## config.mk

```make
export PLATFORM = sky130hd
export DESIGN_NAME = bmk_core
export DESIGN_NICKNAME = d
export VERILOG_FILES = /design/src/bmk_pkg.sv /design/src/bmk_core.sv
export SDC_FILE = /design/constraint.sdc
export NUM_CORES = 1
export LEC_CHECK = 0
export BUFFER_PORTS_ARGS = -buffer_cell sky130_fd_sc_hd__clkbuf_2
export CORE_AREA = 10 10 111 113
export CTS_CLUSTER_SIZE = 40
export DETAILED_ROUTE_END_ITERATION = 7
export DIE_AREA = 0 0 121 123
export GPL_ROUTABILITY_DRIVEN = 0
export HOLD_SLACK_MARGIN = 0.15
export PLACE_DENSITY = 0.78
export SETUP_SLACK_MARGIN = 0.3
export SYNTH_ARGS = -nofsm -noshare
export SYNTH_HDL_FRONTEND = slang
export SYNTH_SLANG_ARGS = --single-unit
```

## constraint.sdc

```tcl
create_clock -name clock -period 2.3 [get_ports clock]
set_input_delay 0.23 -clock clock [delete_from_list [all_inputs] [get_ports clock]]
set_output_delay 0.23 -clock clock [all_outputs]
set_load 0.01 [all_outputs]
```

## src/bmk_pkg.sv

```systemverilog
`timescale 1ns / 1ps
`default_nettype none
// ----------------------------------------------------------------------------
// Banked mapper shared definitions
// Beat types, action and target codes, register pages, store geometry and
// the kanji bank lookup table.
// ----------------------------------------------------------------------------
package bmk_pkg;

   localparam int TILE_STORE_DEPTH = 2048;
   localparam int STORE_AW         = $clog2(TILE_STORE_DEPTH);
   localparam int HALF_DEPTH       = TILE_STORE_DEPTH / 2;
   localparam int HALF_AW          = $clog2(HALF_DEPTH);

   localparam logic [2:0] ACT_CPU_READ  = 3'd0;
   localparam logic [2:0] ACT_CPU_WRITE = 3'd1;
   localparam logic [2:0] ACT_VID_READ  = 3'd2;
   localparam logic [2:0] ACT_VID_WRITE = 3'd3;
   localparam logic [2:0] ACT_TICK      = 3'd4;

   localparam logic [2:0] TGT_NONE     = 3'd0;
   localparam logic [2:0] TGT_PRG_ROM  = 3'd1;
   localparam logic [2:0] TGT_PRG_RAM  = 3'd2;
   localparam logic [2:0] TGT_CHR_ROM  = 3'd3;
   localparam logic [2:0] TGT_CHR_RAM  = 3'd4;
   localparam logic [2:0] TGT_CIRAM    = 3'd5;
   localparam logic [2:0] TGT_INTERNAL = 3'd6;

   localparam logic [7:0] PAGE_SAVE0     = 8'hd0;
   localparam logic [7:0] PAGE_SAVE1     = 8'hd1;
   localparam logic [7:0] PAGE_PRG0      = 8'hd2;
   localparam logic [7:0] PAGE_PRG1      = 8'hd3;
   localparam logic [7:0] PAGE_PRG2      = 8'hd4;
   localparam logic [7:0] PAGE_CHR       = 8'hd5;
   localparam logic [7:0] PAGE_RELOAD_LO = 8'hd6;
   localparam logic [7:0] PAGE_RELOAD_HI = 8'hd7;
   localparam logic [7:0] PAGE_IRQ_ACK   = 8'hd8;
   localparam logic [7:0] PAGE_IRQ_CTRL  = 8'hd9;
   localparam logic [7:0] PAGE_NT_CTRL   = 8'hda;
   localparam logic [7:0] PAGE_KANJI_Q   = 8'hdb;
   localparam logic [7:0] PAGE_KANJI_COL = 8'hdc;
   localparam logic [7:0] PAGE_KANJI_ROW = 8'hdd;

   localparam logic [7:0] KANJI_BANKS [4][8] = '{
      '{8'h00, 8'h00, 8'h00, 8'h00, 8'h00, 8'h00, 8'h00, 8'h00},
      '{8'h00, 8'h00, 8'h40, 8'h10, 8'h28, 8'h00, 8'h18, 8'h30},
      '{8'h00, 8'h00, 8'h48, 8'h18, 8'h30, 8'h08, 8'h20, 8'h38},
      '{8'h00, 8'h00, 8'h80, 8'h20, 8'h38, 8'h10, 8'h28, 8'hb0}
   };

   typedef struct packed {
      logic [2:0]  action;
      logic [15:0] address;
      logic [7:0]  write_data;
      logic [8:0]  dot_position;
   } req_type;

   typedef struct packed {
      logic [2:0]  target;
      logic [19:0] mem_address;
      logic        mem_write;
      logic [7:0]  mem_data;
      logic [7:0]  read_data;
      logic        irq_level;
   } rsp_type;

   typedef struct packed {
      logic                en;
      logic [STORE_AW-1:0] addr;
      logic [7:0]          data;
   } store_write_type;

   typedef struct packed {
      logic               en;
      logic [HALF_AW-1:0] addr;
      logic [7:0]         data;
   } ram_write_type;

endpackage
`default_nettype wire

```

## src/bmk_core.sv

```systemverilog
`timescale 1ns / 1ps
`default_nettype none
// ----------------------------------------------------------------------------
// Mapper decode and register file
// Holds the bank, IRQ, nametable, kanji and fetch latch registers and decodes
// one beat into a result and an optional store write.
// ----------------------------------------------------------------------------
module bmk_core (
   input  wire logic                     clock,
   input  wire logic                     reset,
   input  wire logic                     step,
   input  wire bmk_pkg::req_type         item,
   input  wire logic [7:0]               store_lo,
   input  wire logic [7:0]               store_hi,
   output bmk_pkg::rsp_type              result,
   output bmk_pkg::store_write_type      store_wr
);

   logic [1:0]      save_bank_ff, save_bank_in;
   logic [1:0]      save_int_ff, save_int_in;
   logic [2:0][5:0] prg_bank_ff, prg_bank_in;
   logic [2:0]      prg_ext_ff, prg_ext_in;
   logic            chr_low_ff, chr_low_in;
   logic [15:0]     irq_count_ff, irq_count_in;
   logic [15:0]     irq_reload_ff, irq_reload_in;
   logic            irq_repeat_ff, irq_repeat_in;
   logic            irq_enable_ff, irq_enable_in;
   logic            irq_out_ff, irq_out_in;
   logic            nt_sel_ff, nt_sel_in;
   logic            mirror_h_ff, mirror_h_in;
   logic [1:0]      kanji_quad_ff, kanji_quad_in;
   logic            kanji_alt_ff, kanji_alt_in;
   logic [6:0]      kanji_col_ff, kanji_col_in;
   logic [6:0]      kanji_row_ff, kanji_row_in;
   logic [7:0]      latch_byte_ff, latch_byte_in;
   logic [1:0]      latch_left_ff, latch_left_in;

   logic [15:0] a;
   logic [7:0]  d;
   logic [13:0] v;
   logic [7:0]  kd;
   logic [7:0]  kanji_lo;
   logic [7:0]  kanji_hi;
   logic [5:0]  win_bank;
   logic        win_ext;
   logic [19:0] prg_addr;
   logic [13:0] save_addr;
   logic        half_sel;
   logic [10:0] nt_idx;
   logic [7:0]  stored;
   logic        dot_hit;

   assign a = item.address;
   assign d = item.write_data;
   assign v = item.address[13:0];

   always_comb begin
      kd       = bmk_pkg::KANJI_BANKS[kanji_col_ff[6:5]][kanji_row_ff[6:4]];
      kanji_lo = {kanji_row_ff[0], kanji_col_ff[4:0], kanji_quad_ff};
      kanji_hi = {kanji_alt_ff, 1'b1, 6'b0} | {2'b0, kd[5:0]} | {5'b0, kanji_row_ff[3:1]};
      if (kd[6]) begin
         kanji_hi[2] = 1'b0;
      end else if (kd[7]) begin
         kanji_hi[2] = 1'b1;
      end
   end

   always_comb begin
      case (a[14:13])
         2'd0: begin
            win_bank = prg_bank_ff[0];
            win_ext  = prg_ext_ff[0];
         end
         2'd1: begin
            win_bank = prg_bank_ff[1];
            win_ext  = prg_ext_ff[1];
         end
         2'd2: begin
            win_bank = prg_bank_ff[2];
            win_ext  = prg_ext_ff[2];
         end
         default: begin
            win_bank = 6'h3f;
            win_ext  = 1'b1;
         end
      endcase
      prg_addr  = ({19'd0, win_ext} << 17) + {1'b0, win_bank, a[12:0]};
      save_addr = {~save_int_ff[a[12]], save_bank_ff[a[12]], a[11:0]};
      half_sel  = mirror_h_ff ? v[11] : v[10];
      nt_idx    = {half_sel, v[9:0]};
      stored    = half_sel ? store_hi : store_lo;
      dot_hit   = ((item.dot_position >= 9'd1 && item.dot_position <= 9'd256) ||
                   (item.dot_position >= 9'd321 && item.dot_position <= 9'd336)) &&
                  (item.dot_position[2:0] == 3'd1);
   end

   always_comb begin
      save_bank_in  = save_bank_ff;
      save_int_in   = save_int_ff;
      prg_bank_in   = prg_bank_ff;
      prg_ext_in    = prg_ext_ff;
      chr_low_in    = chr_low_ff;
      irq_count_in  = irq_count_ff;
      irq_reload_in = irq_reload_ff;
      irq_repeat_in = irq_repeat_ff;
      irq_enable_in = irq_enable_ff;
      irq_out_in    = irq_out_ff;
      nt_sel_in     = nt_sel_ff;
      mirror_h_in   = mirror_h_ff;
      kanji_quad_in = kanji_quad_ff;
      kanji_alt_in  = kanji_alt_ff;
      kanji_col_in  = kanji_col_ff;
      kanji_row_in  = kanji_row_ff;
      latch_byte_in = latch_byte_ff;
      latch_left_in = latch_left_ff;
      result        = '0;
      store_wr      = '0;

      case (item.action)
         bmk_pkg::ACT_CPU_READ: begin
            if (a[15:8] == bmk_pkg::PAGE_KANJI_COL) begin
               result.target    = bmk_pkg::TGT_INTERNAL;
               result.read_data = kanji_lo;
            end else if (a[15:8] == bmk_pkg::PAGE_KANJI_ROW) begin
               result.target    = bmk_pkg::TGT_INTERNAL;
               result.read_data = kanji_hi;
            end else if (a[15]) begin
               result.target      = bmk_pkg::TGT_PRG_ROM;
               result.mem_address = prg_addr;
            end else if (a[14:13] == 2'b11) begin
               result.target      = bmk_pkg::TGT_PRG_RAM;
               result.mem_address = {6'd0, save_addr};
            end
         end
         bmk_pkg::ACT_CPU_WRITE: begin
            if (a[15:13] == 3'b011) begin
               result.target      = bmk_pkg::TGT_PRG_RAM;
               result.mem_address = {6'd0, save_addr};
               result.mem_write   = 1'b1;
               result.mem_data    = d;
            end else begin
               case (a[15:8])
                  bmk_pkg::PAGE_SAVE0: begin
                     save_bank_in[0] = d[0];
                     save_int_in[0]  = d[3];
                  end
                  bmk_pkg::PAGE_SAVE1: begin
                     save_bank_in[1] = d[0];
                     save_int_in[1]  = d[3];
                  end
                  bmk_pkg::PAGE_PRG0: begin
                     prg_ext_in[0]  = d[6];
                     prg_bank_in[0] = d[6] ? d[5:0] : {2'b0, d[3:0]};
                  end
                  bmk_pkg::PAGE_PRG1: begin
                     prg_ext_in[1]  = d[6];
                     prg_bank_in[1] = d[6] ? d[5:0] : {2'b0, d[3:0]};
                  end
                  bmk_pkg::PAGE_PRG2: begin
                     prg_ext_in[2]  = d[6];
                     prg_bank_in[2] = d[6] ? d[5:0] : {2'b0, d[3:0]};
                  end
                  bmk_pkg::PAGE_CHR: chr_low_in = d[0];
                  bmk_pkg::PAGE_RELOAD_LO: irq_reload_in = {irq_reload_ff[15:8], d};
                  bmk_pkg::PAGE_RELOAD_HI: irq_reload_in = {d, irq_reload_ff[7:0]};
                  bmk_pkg::PAGE_IRQ_ACK: begin
                     irq_enable_in = irq_repeat_ff;
                     irq_out_in    = 1'b0;
                  end
                  bmk_pkg::PAGE_IRQ_CTRL: begin
                     irq_repeat_in = d[0];
                     irq_enable_in = d[1];
                     irq_count_in  = irq_reload_ff;
                     irq_out_in    = 1'b0;
                  end
                  bmk_pkg::PAGE_NT_CTRL: begin
                     nt_sel_in   = d[0];
                     mirror_h_in = d[1];
                  end
                  bmk_pkg::PAGE_KANJI_Q: begin
                     kanji_quad_in = d[1:0];
                     kanji_alt_in  = d[2];
                  end
                  bmk_pkg::PAGE_KANJI_COL: kanji_col_in = d[6:0];
                  bmk_pkg::PAGE_KANJI_ROW: kanji_row_in = d[6:0];
                  default: ;
               endcase
            end
         end
         bmk_pkg::ACT_VID_READ: begin
            if (!v[13] && (latch_left_ff != 2'd0)) begin
               latch_left_in = latch_left_ff - 2'd1;
               if ((latch_byte_ff[7:6] == 2'b11) && v[3]) begin
                  result.target    = bmk_pkg::TGT_INTERNAL;
                  result.read_data = 8'hff;
               end else if (latch_byte_ff[6]) begin
                  result.target      = bmk_pkg::TGT_CHR_ROM;
                  result.mem_address = {2'd0, latch_byte_ff[5:0], v[11:0]};
               end else begin
                  result.target      = bmk_pkg::TGT_CHR_RAM;
                  result.mem_address = {7'd0, latch_byte_ff[0], v[11:0]};
               end
            end else if (v[13:12] == 2'b00) begin
               result.target      = bmk_pkg::TGT_CHR_RAM;
               result.mem_address = {7'd0, chr_low_ff, v[11:0]};
            end else if (v[13:12] == 2'b01) begin
               result.target      = bmk_pkg::TGT_CHR_RAM;
               result.mem_address = {7'd0, 1'b1, v[11:0]};
            end else if (v[13:12] == 2'b10) begin
               if (dot_hit) begin
                  latch_byte_in = stored;
                  latch_left_in = 2'd2;
               end
               if (nt_sel_ff) begin
                  result.target    = bmk_pkg::TGT_INTERNAL;
                  result.read_data = stored;
               end else begin
                  result.target      = bmk_pkg::TGT_CIRAM;
                  result.mem_address = {9'd0, nt_idx};
               end
            end
         end
         bmk_pkg::ACT_VID_WRITE: begin
            if (v[13:12] == 2'b00) begin
               result.target      = bmk_pkg::TGT_CHR_RAM;
               result.mem_address = {7'd0, chr_low_ff, v[11:0]};
               result.mem_write   = 1'b1;
               result.mem_data    = d;
            end else if (v[13:12] == 2'b01) begin
               result.target      = bmk_pkg::TGT_CHR_RAM;
               result.mem_address = {7'd0, 1'b1, v[11:0]};
               result.mem_write   = 1'b1;
               result.mem_data    = d;
            end else if (v[13:12] == 2'b10) begin
               result.target      = nt_sel_ff ? bmk_pkg::TGT_INTERNAL : bmk_pkg::TGT_CIRAM;
               result.mem_address = {9'd0, nt_idx};
               result.mem_write   = 1'b1;
               result.mem_data    = d;
               store_wr.en        = nt_sel_ff;
               store_wr.addr      = nt_idx;
               store_wr.data      = d;
            end
         end
         bmk_pkg::ACT_TICK: begin
            if (irq_enable_ff) begin
               if (irq_count_ff == 16'hffff) begin
                  irq_count_in = irq_reload_ff;
                  irq_out_in   = 1'b1;
               end else begin
                  irq_count_in = irq_count_ff + 16'd1;
               end
            end
         end
         default: ;
      endcase

      result.irq_level = irq_out_in;
      store_wr.en      = store_wr.en & step;
   end

   always_ff @(posedge clock) begin
      if (reset) begin
         save_bank_ff  <= '0;
         save_int_ff   <= '0;
         prg_bank_ff   <= '0;
         prg_ext_ff    <= '0;
         chr_low_ff    <= 1'b0;
         irq_count_ff  <= '0;
         irq_reload_ff <= '0;
         irq_repeat_ff <= 1'b0;
         irq_enable_ff <= 1'b0;
         irq_out_ff    <= 1'b0;
         nt_sel_ff     <= 1'b0;
         mirror_h_ff   <= 1'b0;
         kanji_quad_ff <= '0;
         kanji_alt_ff  <= 1'b0;
         kanji_col_ff  <= '0;
         kanji_row_ff  <= '0;
         latch_byte_ff <= '0;
         latch_left_ff <= '0;
      end else if (step) begin
         save_bank_ff  <= save_bank_in;
         save_int_ff   <= save_int_in;
         prg_bank_ff   <= prg_bank_in;
         prg_ext_ff    <= prg_ext_in;
         chr_low_ff    <= chr_low_in;
         irq_count_ff  <= irq_count_in;
         irq_reload_ff <= irq_reload_in;
         irq_repeat_ff <= irq_repeat_in;
         irq_enable_ff <= irq_enable_in;
         irq_out_ff    <= irq_out_in;
         nt_sel_ff     <= nt_sel_in;
         mirror_h_ff   <= mirror_h_in;
         kanji_quad_ff <= kanji_quad_in;
         kanji_alt_ff  <= kanji_alt_in;
         kanji_col_ff  <= kanji_col_in;
         kanji_row_ff  <= kanji_row_in;
         latch_byte_ff <= latch_byte_in;
         latch_left_ff <= latch_left_in;
      end
   end

endmodule
`default_nettype wire
```

# Word level (Yosys, flattened, before mapping)
# Cells that the tools add are included.
classes:
  add_sub_neg: 3
  order_cmp: 7
  n_eq_ne: 32
  n_mux: 68
  bitwise_logic: 12
  n_reduce_logical: 33
op_table:
  columns: ["op", "count"]
  rows:
  - ["20-bit two-way mux", 7]
  - ["23-bit two-way mux", 6]
  - ["64-bit binary-select mux with 2-bit select", 1]
  - ["64-bit two-way mux", 2]
  - ["8-bit == test (second input constant)", 14]
  - ["32-bit two-way mux", 3]
  - ["23-bit one-hot mux with 4 select lines", 1]
  - ["8-bit two-way mux", 11]
  - ["16-bit two-way mux", 4]
  - ["16-bit one-hot mux with 2 select lines", 2]
  - ["4-bit AND reduction", 12]
  - ["31-bit two-way mux", 1]
  - ["8-bit binary-select mux with 3-bit select", 1]
  - ["22-bit two-way mux", 1]
  - ["18-bit by 19-bit adder with 20-bit output", 1]
  - ["9-bit <= comparator (second input constant)", 2]
  - ["6-bit one-hot mux with 3 select lines", 1]
  - ["9-bit one-hot mux with 2 select lines", 1]
  - ["16-bit by 1-bit adder with 16-bit output (second input constant)", 1]
  - ["16-bit == test (second input constant)", 1]
  - ["8-bit one-hot mux with 2 select lines", 1]
  - ["5-bit AND reduction", 3]
  - ["2-bit two-way mux", 6]
  - ["1-bit two-way mux", 11]
  - ["other kinds (33)", 61]
word_totals:
  register_bits: 90
  word_cells: 180

# Logic depth before layout (Yosys ltp)
depth:
  word_depth: 14
  depth_mapped: 8

# Worst setup path after synthesis
# Ideal clock, no wire load.
synth_timing:
  path_kind: "register -> output"
  from: "register latch_left_ff[0]"
  to: "output result[6] (netlist bit)"
  arrival_ns: 1.591
  slack_ns: 0.479
  stages_incl_launch_ff: 6
  path_buffers: 0
  cell_sequence: "dfxtp_1 > inv_1 > ha_1 > or3_1 > a211o_1 > o21ai_0"
synth_rtl:
  columns: ["element", "line_no", "rtl"]
  rows:
  - ["start, declared", "bmk_core.sv:36", "logic [1:0] latch_left_ff, latch_left_in;"]
  - ["start signal, assigned", "bmk_core.sv:299", "latch_left_ff <= latch_left_in;"]
  - ["end, declared", "bmk_core.sv:15", "output bmk_pkg::rsp_type result,"]

==> metrics <==
share of layout cells above drive strength 1=0.388; VDD IR-drop max=0.274 mV; design area=7190 um2; die height=123 um; async set-or-reset flop fraction in the synthesized netlist=0; Crit path arrival time=2.07 ns; I/O pins=116; number of synthesized flops with an enable pin=0; Initial Utilization=0.532; Sink Count=90; worst reg-to-reg setup slack=0.38 ns; Commonest cells post-synth=dfxtp_1, nor2_1, mux2i_1; final setup fails=0; Max Cap Viol=0; CP max stage cell=nor2b_1; Max Clock Skew=0.0158 ns; Post-DP HPWL=12,100 um; area share of the largest cell type after synthesis=0.334; CTS tree=yes; Synth area leader=dfxtp_1; top post-synthesis cells by area=dfxtp_1, mux2i_1, nor2_1; first-pass GRT wire length=27,600 um; period utilization=1.00; WL per Instance=20.3 um; status=finished clean; area share of and/or/nand/nor cells after synthesis=0.277; Post-Syn Area=5390 um2; gr ovfl total=0; H-tree Lvls=3; crit path cell chain=clkbuf_2 -> buf_4 -> nor2b_1 -> a32o_1 -> buf_4 -> a31oi_4 -> a21oi_2 -> clkbuf_2; Final Hold Fails=0; slew margin rel.=0.612; largest family of logic cells by synthesized area=simple AND/OR/NAND/NOR gates; Synth Area in XOR/XNOR=0.00162; Synth Warn #=0; Via density=6.06; Avg Inst Size Synth=8.45 um2; Worst-path clk slew=0.10 ns; post-layout util=0.710; storage element area=1830 um2; Tot GR Track Use=0.228; Iteration-0 DRC Markers=575; crit-path max FO=10; Worst Hold Class=input pin to flip-flop; Synth Area in Compound Gates=0.146; synthesized-area fraction occupied by adder cells=0.0162; Worst Setup Start Kind=input pin; Tmin final=2.30 ns; CP required=2.07 ns; # fillers=696; worst skew pair latency=0.38 ns; worst slew pin tran=0.581 ns; Yosys cell types=68; #FFs+latches synth=90; CP peak stage delay=0.47 ns; ys flop type=dfxtp_1; family with the most delay on the worst path=buffers and inverters; Root Buffer=clkbuf_8; initial antenna violation count=0; Gate Count Post-Synth=638; top-count cell post-synth=dfxtp_1; DIE WIDTH=121 um; sequential-to-total area share from yosys stat=0.334; total CTS buffers=9; post-route ant nets=0; area growth from synthesis to layout=33.4%; Crit. End Element=output pin; num rows=37; DRC Markers=0; post-synth net total=700; area taken by multi-input logic gates=3700 um2; largest net degree at the start of global routing=90; count of pins over their slew limit=0; DRT Pass-1 Iters=5; CTS Buffer Depth=2; IO Port Bufs=114; final wirelength=18,900 um; die area=14,900 um2; total number of vias=5,634; placeable core region=10,100 um2; nets@finish=851; Buf+Inv Stages, Crit Path=4; CP Class=input pin to output pin; Lkg Pwr=0.00291 uW; vias in the first global route=5,500; RSZ-0062 raised after global routing=true; fmax=0.435 GHz; mux contribution to synthesized area=0.170; Placed Area=6190 um2; power per cell area=431 nW/um2
## metrics by stage
| step | setup slack (ns) | total power, uW | setup TNS [ns] | hold slack (ns) | cells |
|---|---|---|---|---|---|
| 5_1_grt | -0.0375 | 3170 | -0.0480 | 0.184 | 929 |
| 4_1_cts | 0.0736 | 3040 | 0 | 0.157 | 912 |
| 3_3_place_gp | 0.0930 | 1940 | 0 | 0.441 | 875 |
| 2_1_floorplan | 0.479 | 1790 | 0 | 0.326 | 638 |
| 3_5_place_dp | 0.0386 | 1950 | 0 | 0.451 | 875 |
| 6_report | 0.00105 | 3100 | 0 | 0.175 | 930 |
## kinds of logic after synthesis
logic type | count (synthesis)
muxes | 90
DFF | 90
and+or+nand+nor | 267
buffers and inverters | 70
AOI/OAI and AO/OA | 113
adders and majority gates | 7
xor gates and xnor gates | 1
## sequential cells by signal (all words and copies together), names as in the netlist
signal / cells
prg_bank_ff: 18
irq_count_ff: 16
irq_reload_ff: 16
latch_byte_ff: 8
kanji_col_ff: 7
kanji_row_ff: 7
prg_ext_ff: 3
kanji_quad_ff: 2
latch_left_ff: 2
save_bank_ff: 2
save_int_ff: 2
chr_low_ff: 1
irq_enable_ff: 1
irq_out_ff: 1
irq_repeat_ff: 1
kanji_alt_ff: 1
mirror_h_ff: 1
nt_sel_ff: 1
## final cells by class
type	instances	area share
well taps	136	0.0237
inverters	27	0.0141
clock buffers	10	0.0191
multi-input cells	478	0.514
clock inverters	5	0.00765
diodes	1	0.000348
flip-flops and latches	90	0.254
repair buffers	183	0.167
## routing by layer
metal | part of all wire | global-route usage | wire, um
met5 | 0 | 0 | 0
met3 | 0.081 | 0.0515 | 1530
met1 | 0.39 | 0.267 | 7420
met2 | 0.48 | 0.391 | 9090
met4 | 0.046 | 0.103 | 873
## worst reg2reg max path: cells and delay by family (launching register included)
family                     cells  cell delay [ns]
adders and majority gates      1             0.14
DFF                            1             0.37
buffers and inverters          2             0.37
AOI/OAI and AO/OA              2             0.21
and+or+nand+nor                2             0.51
muxes                          1             0.19
## layout by cell type, fill, tap and decap left out, types with 19 or more instances in the layout
cell      instances
a21oi_1          26
and2_1           31
buf_2            19
buf_4            56
clkbuf_2         88
dfxtp_1          77
inv_1            25
mux2i_1          77
nand2_1          26
nand3_1          20
nor2_1           80
## final timing paths
check,from,endpoint,cells after the start
worst max-delay path,item[35],result[21],8
worst min-delay path,reset,irq_count_ff[0],3
worst max register to register,irq_count_ff[1],irq_count_ff[10],8
worst min register to register,irq_reload_ff[2],irq_reload_ff[2],2
## power breakdown
group	switching (uW)	internal, uW	leakage [uW]
logic	266	175	0.00208
clock network	581	522	0.0000942
registers	0.994	1550	0.000732
total	848	2250	0.00291
## timing repair
item,CTS,global route
hold buffers,1,0
pin swaps,35,22
setup endpoints to repair,32,46
resized for setup,68,86
endpoints found under the hold margin,1,0
buffers inserted,21,17
(Power assumes the default switching activity.)
